--- config.mk ---
export PLATFORM = sky130hd
export DESIGN_NAME = kabf_ctrl
export DESIGN_NICKNAME = d
export VERILOG_FILES = /design/src/rtl/kabf_pkg.sv /design/src/rtl/kabf_ctrl.sv
export SDC_FILE = /design/constraint.sdc
export NUM_CORES = 1
export LEC_CHECK = 0
export ABC_CLOCK_PERIOD_IN_PS = 5720
export BUFFER_PORTS_ARGS = -buffer_cell sky130_fd_sc_hd__buf_2
export CAP_MARGIN = 10
export CORE_UTILIZATION = 58
export CTS_BUF_LIST = sky130_fd_sc_hd__clkbuf_8
export CTS_CLUSTER_SIZE = 25
export DETAILED_ROUTE_END_ITERATION = 12
export PLACE_DENSITY = 0.95
export SETUP_SLACK_MARGIN = 0.02
export SLEW_MARGIN = 20
export SYNTH_ARGS = -nofsm -noshare
export SYNTH_HDL_FRONTEND = slang
export SYNTH_SLANG_ARGS = --single-unit
--- constraint.sdc ---
create_clock -name clk -period 5.72 [get_ports clk]
set_clock_uncertainty 0.15 [all_clocks]
set_input_delay 1.716 -clock clk [delete_from_list [all_inputs] [get_ports clk]]
set_output_delay 1.716 -clock clk [all_outputs]
set_load 0.03 [all_outputs]
--- src/rtl/kabf_pkg.sv ---
package kabf_pkg;

	localparam int DEF_ANGLE_FRAC_BITS = 20;
	localparam int DEF_COV_WIDTH = 48;
	localparam int DT_FRAC = 24;
	localparam int NOISE_FRAC = 32;
	localparam int GAIN_FRAC = 32;
	localparam int DIV_STEPS = 64 + GAIN_FRAC;
	localparam int DIV_CNT_W = $clog2(DIV_STEPS + 1);

	localparam int CFG_IDX_W = 2;
	localparam logic [CFG_IDX_W-1:0] CFG_ANGLE_NOISE = 2'd0;
	localparam logic [CFG_IDX_W-1:0] CFG_BIAS_NOISE = 2'd1;
	localparam logic [CFG_IDX_W-1:0] CFG_MEAS_NOISE = 2'd2;

	localparam logic [31:0] RST_ANGLE_NOISE = 32'd4294967;
	localparam logic [31:0] RST_BIAS_NOISE = 32'd12884902;
	localparam logic [31:0] RST_MEAS_NOISE = 32'd128849019;

	localparam int STATE_W = 5;
	localparam logic [STATE_W-1:0] ST_IDLE = 5'd0;
	localparam logic [STATE_W-1:0] ST_RATE = 5'd1;
	localparam logic [STATE_W-1:0] ST_M_ANG = 5'd2;
	localparam logic [STATE_W-1:0] ST_M_DTP = 5'd3;
	localparam logic [STATE_W-1:0] ST_T2 = 5'd4;
	localparam logic [STATE_W-1:0] ST_T3 = 5'd5;
	localparam logic [STATE_W-1:0] ST_M_P0 = 5'd6;
	localparam logic [STATE_W-1:0] ST_M_P3 = 5'd7;
	localparam logic [STATE_W-1:0] ST_S = 5'd8;
	localparam logic [STATE_W-1:0] ST_D_K0 = 5'd9;
	localparam logic [STATE_W-1:0] ST_D_K1 = 5'd10;
	localparam logic [STATE_W-1:0] ST_M_ANG2 = 5'd11;
	localparam logic [STATE_W-1:0] ST_M_BIAS = 5'd12;
	localparam logic [STATE_W-1:0] ST_M_P2 = 5'd13;
	localparam logic [STATE_W-1:0] ST_M_P3B = 5'd14;
	localparam logic [STATE_W-1:0] ST_M_P0B = 5'd15;
	localparam logic [STATE_W-1:0] ST_M_P1B = 5'd16;
	localparam logic [STATE_W-1:0] ST_OUT = 5'd17;

	typedef struct packed {
		logic signed [31:0] measured_angle;
		logic signed [31:0] measured_rate;
		logic [23:0] time_step;
	} in_word_t;

	typedef struct packed {
		logic signed [31:0] angle_estimate;
		logic signed [31:0] corrected_rate;
	} out_word_t;

	typedef struct packed {
		logic load;
		logic go_mul;
		logic go_div;
		logic wb;
		logic emit;
		logic [STATE_W-1:0] step;
	} cmd_t;

	typedef struct packed {
		logic mul_done;
		logic div_done;
		logic s_zero;
	} sts_t;

	function automatic logic [63:0] mag(input logic signed [63:0] a);
		return a[63] ? 64'(-a) : 64'(a);
	endfunction

	function automatic logic signed [63:0] mag_to_signed(input logic hi_nz,
			input logic [63:0] lo, input logic neg);
		if (!neg) begin
			return (hi_nz || lo[63]) ? {1'b0, {63{1'b1}}} : lo;
		end
		return (hi_nz || lo[63]) ? {1'b1, 63'd0} : 64'(-lo);
	endfunction

	function automatic logic signed [63:0] sat_w(input logic signed [64:0] x, input int w);
		logic signed [64:0] hi;
		logic signed [64:0] lo;
		hi = (65'sd1 <<< (w - 1)) - 65'sd1;
		lo = -hi - 65'sd1;
		if (x > hi) begin
			return hi[63:0];
		end
		if (x < lo) begin
			return lo[63:0];
		end
		return x[63:0];
	endfunction

	function automatic logic signed [31:0] sat32(input logic signed [64:0] x);
		logic signed [63:0] tmp;
		tmp = sat_w(x, 32);
		return tmp[31:0];
	endfunction

endpackage

--- src/rtl/kabf_ctrl.sv ---
module kabf_ctrl import kabf_pkg::*; (
	input  logic clk,
	input  logic arst_n,
	input  logic in_valid,
	output logic in_stall,
	output logic out_valid,
	input  logic out_stall,
	input  sts_t sts,
	output cmd_t cmd
);

	logic [STATE_W-1:0] state_q, state_nxt;
	logic issued_q, issued_nxt;
	logic out_valid_q;

	always_comb begin
		cmd = '0;
		cmd.step = state_q;
		state_nxt = state_q;
		issued_nxt = issued_q;
		case (state_q)
			ST_IDLE: begin
				if (in_valid) begin
					cmd.load = 1'b1;
					state_nxt = ST_RATE;
				end
			end
			ST_RATE, ST_T2, ST_T3, ST_S: begin
				cmd.wb = 1'b1;
				state_nxt = state_q + 1'b1;
			end
			ST_M_ANG, ST_M_DTP, ST_M_P0, ST_M_P3, ST_M_ANG2, ST_M_BIAS,
			ST_M_P2, ST_M_P3B, ST_M_P0B, ST_M_P1B: begin
				if (!issued_q) begin
					cmd.go_mul = 1'b1;
					issued_nxt = 1'b1;
				end else if (sts.mul_done) begin
					cmd.wb = 1'b1;
					issued_nxt = 1'b0;
					state_nxt = state_q + 1'b1;
				end
			end
			ST_D_K0, ST_D_K1: begin
				if (state_q == ST_D_K0 && sts.s_zero) begin
					cmd.wb = 1'b1;
					state_nxt = ST_M_ANG2;
				end else if (!issued_q) begin
					cmd.go_div = 1'b1;
					issued_nxt = 1'b1;
				end else if (sts.div_done) begin
					cmd.wb = 1'b1;
					issued_nxt = 1'b0;
					state_nxt = state_q + 1'b1;
				end
			end
			ST_OUT: begin
				if (!out_valid_q || !out_stall) begin
					cmd.emit = 1'b1;
					state_nxt = ST_IDLE;
				end
			end
			default: begin
				state_nxt = ST_IDLE;
				issued_nxt = 1'b0;
			end
		endcase
	end

	always_ff @(posedge clk or negedge arst_n) begin
		if (!arst_n) begin
			state_q <= ST_IDLE;
			issued_q <= 1'b0;
			out_valid_q <= 1'b0;
		end else begin
			state_q <= state_nxt;
			issued_q <= issued_nxt;
			if (cmd.emit) begin
				out_valid_q <= 1'b1;
			end else if (!out_stall) begin
				out_valid_q <= 1'b0;
			end
		end
	end

	assign in_stall = (state_q != ST_IDLE);
	assign out_valid = out_valid_q;

endmodule

==> key figures, run 1 <==
Outcome
  – Status: finished, final reports clean

Power and ir drop
  – Worst IR Drop VDD: around 450 uV
  – P_leak: approximately 0.40 nW
  – PD cells: 642 nW/um2

STA
  – Worst-Margin Slew: slightly above 500 ps
  – Tmin final: roughly 4300 ps
  – Hold Violations, Final: 0
  – Fmax: around 230 MHz
  – Total negative setup slack: 0 ps
  – RSZ-0062 raised after global routing: no
  – Period Utilization, post-route: 0.747
  – # setup viols final: 0
  – Slew HR: 0.663
  – Hold Slack: around 370 ps
  – Final Slew Violations: 0

Clocking
  – CTS sink count: 7
  – Skew-Pair Late Insertion Delay: 230 ps
  – CTS Hold Bufs: 0
  – CTS tree: built
  – H-Tree Depth: 1
  – Max clock buf depth: 2
  – CTS resizes: 0
  – Setup bufs post-CTS: 0
  – CTS Buf Count: 3
  – CTS Root Cell: clkbuf_8
  – Clock transition at path regs: about 40 ps

Synthesis
  – Syn Area/Cell: around 9.1 um2
  – Warnings, synthesis: 0
  – Syn Inst Count: 84
  – Syn nets: 95
  – Sequential share of the synthesized area: 0.230
  – Synth unique cells: 46
  – Flops & latches, synth: 7
  – Post-Syn Area: about 760 um2

Die
  – Placeable Area: approximately 1200 um2
  – I/O pin cnt: 19
  – Site Rows: 12
  – Die Area: 1460 um2
  – Initial core utilization: 0.659
  – Die H: approximately 38 um
  – Die width: roughly 38 um

Detailed routing
  – Vias/cell: about 6.3
  – Antenna-violating nets left: 0
  – Met3 routed WL: a little over 70 um
  – DR WL met2: 933 um
  – Routed length per instance: approximately 16 um
  – Met1 wire length: 859 um
  – DRC: 0
  – First-pass DRT Iterations: 4
  – Routed wire length: between 1500 and 2000 um
  – DR vias: approximately 730
  – Detailed Route Iter0 Violations: 17
  – Max layer used: met3

Finish
  – Most common cell after layout, fill and taps aside: buf_2
  – Fin nets: around 110
  – Fillers: 100
  – Layout area overhead: 14.9%
  – Leading cell types in the layout, fill and taps excluded: buf_2, inv_1, nor2_1, dfrtp_1, nand2_1
  – Antenna cells: 0
  – Layout cell share with drive strength beyond 1: 0.353
  – Final Instance Area: 876 um2

Worst setup path
  – Crit-path max FO: 4
  – CP max stage delay: approximately 200 ps
  – CP required: roughly 3900 ps
  – Critical path capture point: cmd[7]
  – Worst path arrival time: 2410 ps
  – CP Cell Sequence: buf_2, nor2b_1, o21ai_0, nor2_1, buf_2
  – Most frequent CP cell: buf_2
  – WS Path Type: in -> out
  – RR Endpoint: state_q[1]
  – Critical Path Start Type: primary input
  – CP Capture Type: output pin
  – R2R setup slack: roughly 3300 ps
  – CP max-delay cell: buf_2
  – Crit. Startpoint: sts[0]
  – R2r startpoint: state_q[1]
  – Reg2reg path depth: 7

Global route
  – Global-route wire length before repair: 3000 um
  – Vias in the first global route: roughly 650
  – Antenna violations before repair: 0
  – Pin count of the biggest net entering global routing: 16
  – Total Routing Usage GR: 0.306
  – Gr ovfl total: 0

Place
  – I/O Buffers: 18
  – Hpwl dp: roughly 1400 um
  – Placed instance area: between 800 and 900 um2
  – RD Place Congestion: approximately 0.86

Hold path
  – Hold Path Stages: 2
  – Worst min path class: reg -> reg

Flow run
  – MaxCap Viol Count: 0
-- cells in the mapped netlist, drive strengths merged --
cell	instances	area, um2
a211oi	1	7.51
a21bo	1	16.3
a21oi	2	10.0
a221oi	1	8.76
a22oi	2	20.0
a2bb2oi	1	8.76
a31o	1	8.76
a31oi	3	25.0
a32oi	2	17.5
and2	2	12.5
and3	1	6.26
buf	4	38.8
dfrtp	7	175
ha	4	50.1
inv	7	28.8
mux2i	1	10.0
nand2	6	22.5
nand2b	1	6.26
nand3	2	10.0
nand3b	1	7.51
nand4bb	1	16.3
nor2	8	32.5
nor2b	2	15.0
nor3	1	10.0
nor3b	2	20.0
nor4b	1	15.0
o211a	1	10.0
o211ai	5	42.5
o21a	2	15.0
o21ai	3	18.8
o22ai	2	12.5
o31ai	1	12.5
o41a	1	11.3
or3	1	6.26
or4b	1	13.8
or4bb	1	11.3
xor2	1	8.76
-- logic make-up after synthesis --
| group | share of synthesized area |
|---|---|
| buffers and inverters | 0.0887 |
| multiplexers | 0.0131 |
| adder cells (fa/ha/maj) | 0.0657 |
| flip-flops | 0.230 |
| AND/OR/NAND/NOR | 0.269 |
| AO/OA/AOI/OAI | 0.322 |
| XOR/XNOR | 0.0115 |
-- worst max-delay path, delay by kind of cell --
kind | cells | cell delay (ps)
buf+inv | 2 | 320
compound gates | 1 | 130
simple gates | 2 | 240
-- through the flow --
stage               worst slack [ps]  power [mW]  instances   util
detailed placement              1450       0.495        112  0.719
CTS                             1450       0.562        116  0.758
global placement                1490       0.476        112  0.719
finish                          1450       0.562        116  0.758
floorplan                       1480       0.417         84      -
global route                    1360       0.602        116  0.758
-- routing by layer --
layer	vias up	global-route usage
met5	-	0
met4	0	0.0982
met3	0	0.0814
met2	21	0.492
met1	356	0.394
li1	355	-
-- worst min path at each step --
stage,start,to
floorplan,issued_q,issued_q
global placement,out_valid,out_valid
detailed placement,out_valid,out_valid
CTS,out_valid,out_valid
global route,out_valid,out_valid
finish,out_valid,out_valid
-- state kept, by name, indices dropped and copies added (netlist names) --
name	count
issued_q	1
state_q	5
out_valid	1
-- report_power, final --
group          switching [mW]  leakage [nW]  internal, mW
clock network          0.0201        0.0269        0.0463
logic                   0.239         0.280         0.154
registers              0.0366        0.0908        0.0670
-- layout make-up --
type | instances | area (um2) | area share
clock buffer | 3 | 41.3 | 0.0471
clock inverter | 1 | 3.75 | 0.00429
inverter | 7 | 28.8 | 0.0329
multi-input combinational | 66 | 519 | 0.593
sequential | 7 | 175 | 0.200
tap | 14 | 17.5 | 0.0200
timing repair buffer | 18 | 90.1 | 0.103
Power figures use the tool's default switching activity.
==> inputs of run 2 (changes only) <==
- ABC_CLOCK_PERIOD_IN_PS: 5720 -> 3740
- CORE_UTILIZATION: 58 -> 49
- PLACE_DENSITY: 0.95 -> 0.89
- clock period: 5.72 -> 3.74 ns (I/O delays scaled with it)
==> run 2 against run 1 <==
Power up 54%. Highest routed layer is now met4. Wire length fell by 0.80%. Sequential power grew 50%. Non-clock buffer count stayed put. Flip-flop and latch count unchanged. Global-route usage decreased by 7.2 points. Critical endpoint is now cmd[6]. Worst setup slack got worse by 1200 ps. Register-to-register slack worse by 1900 ps. Final cell count rose by 0.86%. Core utilization is 11 points lower.
==> key figures, run 2 (synthesis gave the netlist of run 1 again) <==
Detailed routing
  – Routed wire length: 1850 um
  – Routed length per instance: roughly 16 um
  – First-pass DRT Iterations: 4
  – Detailed Route Iter0 Violations: 35
  – Antenna-violating nets left: 0
  – DR vias: ~730
  – Vias/cell: about 6.3
  – DRC: 0

Die
  – Placeable Area: between 1000 and 1500 um2
  – Die H: slightly above 40 um
  – Die Area: around 1700 um2
  – Site Rows: 13
  – Initial core utilization: 0.558
  – I/O pin cnt: 19
  – Die width: ~41 um

Clocking
  – Clock transition at path regs: roughly 40 ps
  – CTS Hold Bufs: 0
  – Max clock buf depth: 2
  – CTS Root Cell: clkbuf_8
  – H-Tree Depth: 1
  – CTS resizes: 0
  – Skew-Pair Late Insertion Delay: ~230 ps
  – CTS sink count: 7
  – CTS tree: built
  – CTS Buf Count: 3
  – Setup bufs post-CTS: 0

STA
  – Final Slew Violations: 0
  – Worst-Margin Slew: about 480 ps
  – Total negative setup slack: 0 ps
  – Hold Violations, Final: 0
  – Final worst slack: around 230 ps
  – Tmin final: roughly 3500 ps
  – Slew HR: 0.680
  – Hold Slack: 367 ps
  – RSZ-0062 raised after global routing: no
  – Fmax: ~280 MHz
  – Period Utilization, post-route: 0.939
  – # setup viols final: 0

Worst setup path
  – CP max-delay cell: dfrtp_1
  – Worst path arrival time: roughly 2200 ps
  – CP Capture Type: output pin
  – CP Cell Sequence: inv_1, ha_1, nor4b_2, o41a_1, o21ai_2, a22oi_1, o211ai_1, buf_2
  – Critical Path Start Type: register
  – CP max stage delay: 420 ps
  – Reg2reg path depth: 7
  – WP buf/inv: 2
  – Family with the most delay on the worst path: compound AO/OA/AOI/OAI gates
  – WS Path Type: reg -> out
  – Levels on crit path: 8
  – Crit-path max FO: 6
  – CP required: about 2500 ps

Global route
  – Gr ovfl total: 0
  – Vias in the first global route: between 700 and 800
  – Pin count of the biggest net entering global routing: 16
  – Total Routing Usage GR: 0.234
  – Met1 global-route usage: 0.275
  – Met2 usage: 0.384
  – Grt met3 use: 0.0696
  – Global-route wire length before repair: 3130 um
  – Global route hottest layer: met2
  – Antenna violations before repair: 0

Place
  – Dpl ws: around 390 ps
  – Placed Cells: between 100 and 150
  – I/O Buffers: 18
  – Hpwl dp: about 1400 um
  – RD Place Congestion: between 0.8 and 0.9
  – Placed instance area: about 830 um2

Hold path
  – Hold Path Stages: 2
  – Worst min path class: reg -> reg

Finish
  – Footprint of the multi-input gates: approximately 520 um2
  – Antenna cells: 0
  – Layout area overhead: 15.4%
  – Post-Layout Cell Count: 117
  – Register bank with the most flops: state_q
  – Fin nets: 114
  – Leading cell types in the layout, fill and taps excluded: buf_2, inv_1, nor2_1, dfrtp_1, nand2_1
  – Most common cell after layout, fill and taps aside: buf_2
  – Layout cell share with drive strength beyond 1: 0.363
  – Fin util: 0.644
  – Final Instance Area: roughly 880 um2
  – Fillers: roughly 110
  – Number of flip-flops in the largest register: 5
  – Sequential Area: 175 um2

Outcome
  – Status: finished, final reports clean

Power and ir drop
  – PD cells: approximately 980 nW/um2
  – P_leak: a little under 0.4 nW
  – Worst IR Drop VDD: approximately 580 uV
  – Tot Pwr: 0.864 mW

Flow run
  – MaxCap Viol Count: 0
[run 2: cell count changes in the layout (fill, tap and decap cells not counted)]
cell / previous run / this run
ha_2: 0 / 1
ha_1: 4 / 3
[run 2: final timing paths]
kind | startpoint | to | slack [ps]
worst max-delay path | state_q[0] | cmd[6] | 230
worst min-delay path | out_valid | out_valid | 370
worst max register to register | state_q[1] | state_q[1] | 1420
worst min register to register | out_valid | out_valid | 370
max in group asynchronous | arst_n | issued_q | 2710
min in group asynchronous | arst_n | out_valid | 570
[run 2: cell type report]
type,count,area share
flip-flops and latches,7,0.199
clock buffers,3,0.0469
repair buffers,18,0.102
clock inverters,1,0.00427
well taps,15,0.0213
inverters,7,0.0327
multi-input cells,66,0.593
[run 2: worst min-delay path, cell delays in order, from the launching register on]
cell and delay (ps):
dfrtp_1 350, nand2_1 70, nand2_1 60
[run 2: report_power, final]
group / internal (mW) / leakage (nW) / switching, mW / total [mW]
clock network: 0.0712 / 0.0269 / 0.0356 / 0.107
logic: 0.237 / 0.279 / 0.365 / 0.602
registers: 0.103 / 0.0908 / 0.0531 / 0.156
[run 2: per-layer routing]
metal / share of wire / up-vias
li1: - / 351
met1: 0.43 / 357
met2: 0.50 / 20
met3: 0.048 / 6
met4: 0.023 / 0
met5: 0 / -
==> inputs of run 3 (changes only) <==
- ABC_CLOCK_PERIOD_IN_PS: 3740 -> 4200
- CORE_UTILIZATION: 49 -> 58
- CTS_CLUSTER_DIAMETER: default -> 150
- PLACE_DENSITY: 0.89 -> 0.95
- clock period: 3.74 -> 4.2 ns (I/O delays scaled with it)
==> run 3 against run 2 <==
Register-to-register slack gained 360 ps. Flip-flop and latch count unchanged. Sequential power shrank 11%. Largest cell class unchanged. Via count down 0.95%. Wire length increased by 3.2%. Hold slack improved by 20 ps. Core utilization is 11 points higher.
==> key figures, run 3 (synthesis gave the netlist of run 1 again) <==
Detailed routing
  – DRC: 0
  – Vias/cell: around 6.3
  – DR vias: slightly above 700
  – Routed length per instance: about 16 um
  – Antenna-violating nets left: 0
  – Detailed Route Iter0 Violations: 18
  – First-pass DRT Iterations: 4
  – Routed wire length: roughly 1900 um

Finish
  – Post-Layout Cell Count: between 100 and 150
  – Most common cell after layout, fill and taps aside: buf_2
  – Fillers: 80
  – Layout area overhead: 14.9%
  – Layout cell share with drive strength beyond 1: 0.353
  – Antenna cells: 0
  – Fin nets: 114
  – Number of flip-flops in the largest register: 5
  – Register bank with the most flops: state_q
  – Leading cell types in the layout, fill and taps excluded: buf_2, inv_1, nor2_1, dfrtp_1, nand2_1

STA
  – Period Utilization, post-route: 0.897
  – Hold Violations, Final: 0
  – Total negative setup slack: 0 ps
  – Tmin final: approximately 3800 ps
  – Slew HR: 0.681
  – Fmax: roughly 270 MHz
  – # setup viols final: 0
  – Final Slew Violations: 0
  – Worst-Margin Slew: 478 ps
  – RSZ-0062 raised after global routing: no

Die
  – Site Rows: 12
  – Placeable Area: around 1200 um2
  – I/O pin cnt: 19
  – Initial core utilization: 0.659
  – Die H: approximately 38 um
  – Die Area: 1460 um2
  – Die width: ~38 um

Worst setup path
  – WP buf/inv: 2
  – CP max-delay cell: dfrtp_1
  – CP required: 2790 ps
  – CP max stage delay: roughly 420 ps
  – Family with the most delay on the worst path: compound AO/OA/AOI/OAI gates
  – Worst path arrival time: 2360 ps
  – CP Capture Type: output pin
  – Crit-path max FO: 11
  – Critical Path Start Type: register
  – CP Cell Sequence: inv_1, ha_1, nor4b_2, o41a_1, o21ai_2, a22oi_1, o211ai_1, buf_2
  – WS Path Type: reg -> out

Global route
  – Antenna violations before repair: 0
  – Global-route wire length before repair: roughly 3000 um
  – Gr ovfl total: 0
  – Vias in the first global route: about 650
  – Total Routing Usage GR: 0.312
  – Pin count of the biggest net entering global routing: 16

Clocking
  – Skew-Pair Late Insertion Delay: ~230 ps
  – Setup bufs post-CTS: 0
  – Max clock buf depth: 2
  – CTS Hold Bufs: 0
  – CTS Buf Count: 3
  – H-Tree Depth: 1
  – CTS Root Cell: clkbuf_8
  – CTS sink count: 7
  – CTS resizes: 0
  – CTS tree: built
  – Clock transition at path regs: around 40 ps

Place
  – I/O Buffers: 18
  – RD Place Congestion: ~0.85
  – Hpwl dp: between 1000 and 1500 um
  – Placed Cells: 112

Power and ir drop
  – P_leak: 0.398 nW
  – Worst IR Drop VDD: roughly 620 uV
  – PD cells: a little under 900 nW/um2

Outcome
  – Status: finished, final reports clean

Flow run
  – MaxCap Viol Count: 0

Hold path
  – Worst min path class: reg -> reg
[run 3: power by group]
group | internal, mW | total [mW] | switching [mW] | leakage (nW)
Clock | 0.0633 | 0.0939 | 0.0305 | 0.0269
Sequential | 0.0913 | 0.139 | 0.0481 | 0.0908
Combinational | 0.208 | 0.539 | 0.330 | 0.280
[run 3: routing by layer]
layer,share of wire,track usage
met1,0.41,0.367
met2,0.50,0.521
met3,0.061,0.0698
met4,0.027,0.161
met5,0,0
[run 3: layout make-up]
type,count,area (um2),share of cell area
multi-input cells,66,519,0.593
inverters,7,28.8,0.0329
repair buffers,18,90.1,0.103
flip-flops and latches,7,175,0.200
clock inverters,1,3.75,0.00429
well taps,14,17.5,0.0200
clock buffers,3,41.3,0.0471
[run 3: final timing paths]
check / from / end / slack, ps / cells past startpoint
max in group asynchronous: arst_n / state_q[3] / 3040 / 1
worst max register to register: state_q[1] / state_q[1] / 1780 / 7
worst min register to register: out_valid / out_valid / 390 / 2
worst min-delay path: out_valid / out_valid / 390 / 2
min in group asynchronous: arst_n / state_q[0] / 710 / 1
worst max-delay path: state_q[1] / cmd[6] / 430 / 8
[run 3: worst reg2reg max path, stage by stage, from the launching register on]
cell and delay [ps]:
dfrtp_1 420, inv_1 130, ha_1 400, or4bb_1 570, nor2_1 200, nor3_2 70
a21bo_4 210, mux2i_1 180
[run 3: through the flow]
stage	area, um2	util	worst slack (ps)	total power, mW	hold WS, ps
finish	876	0.758	432	0.772	387
global placement	831	0.719	744	0.650	348
detailed placement	831	0.719	696	0.667	358
global route	876	0.758	345	0.820	427
floorplan	762	-	649	0.568	436
CTS	876	0.758	438	0.768	391
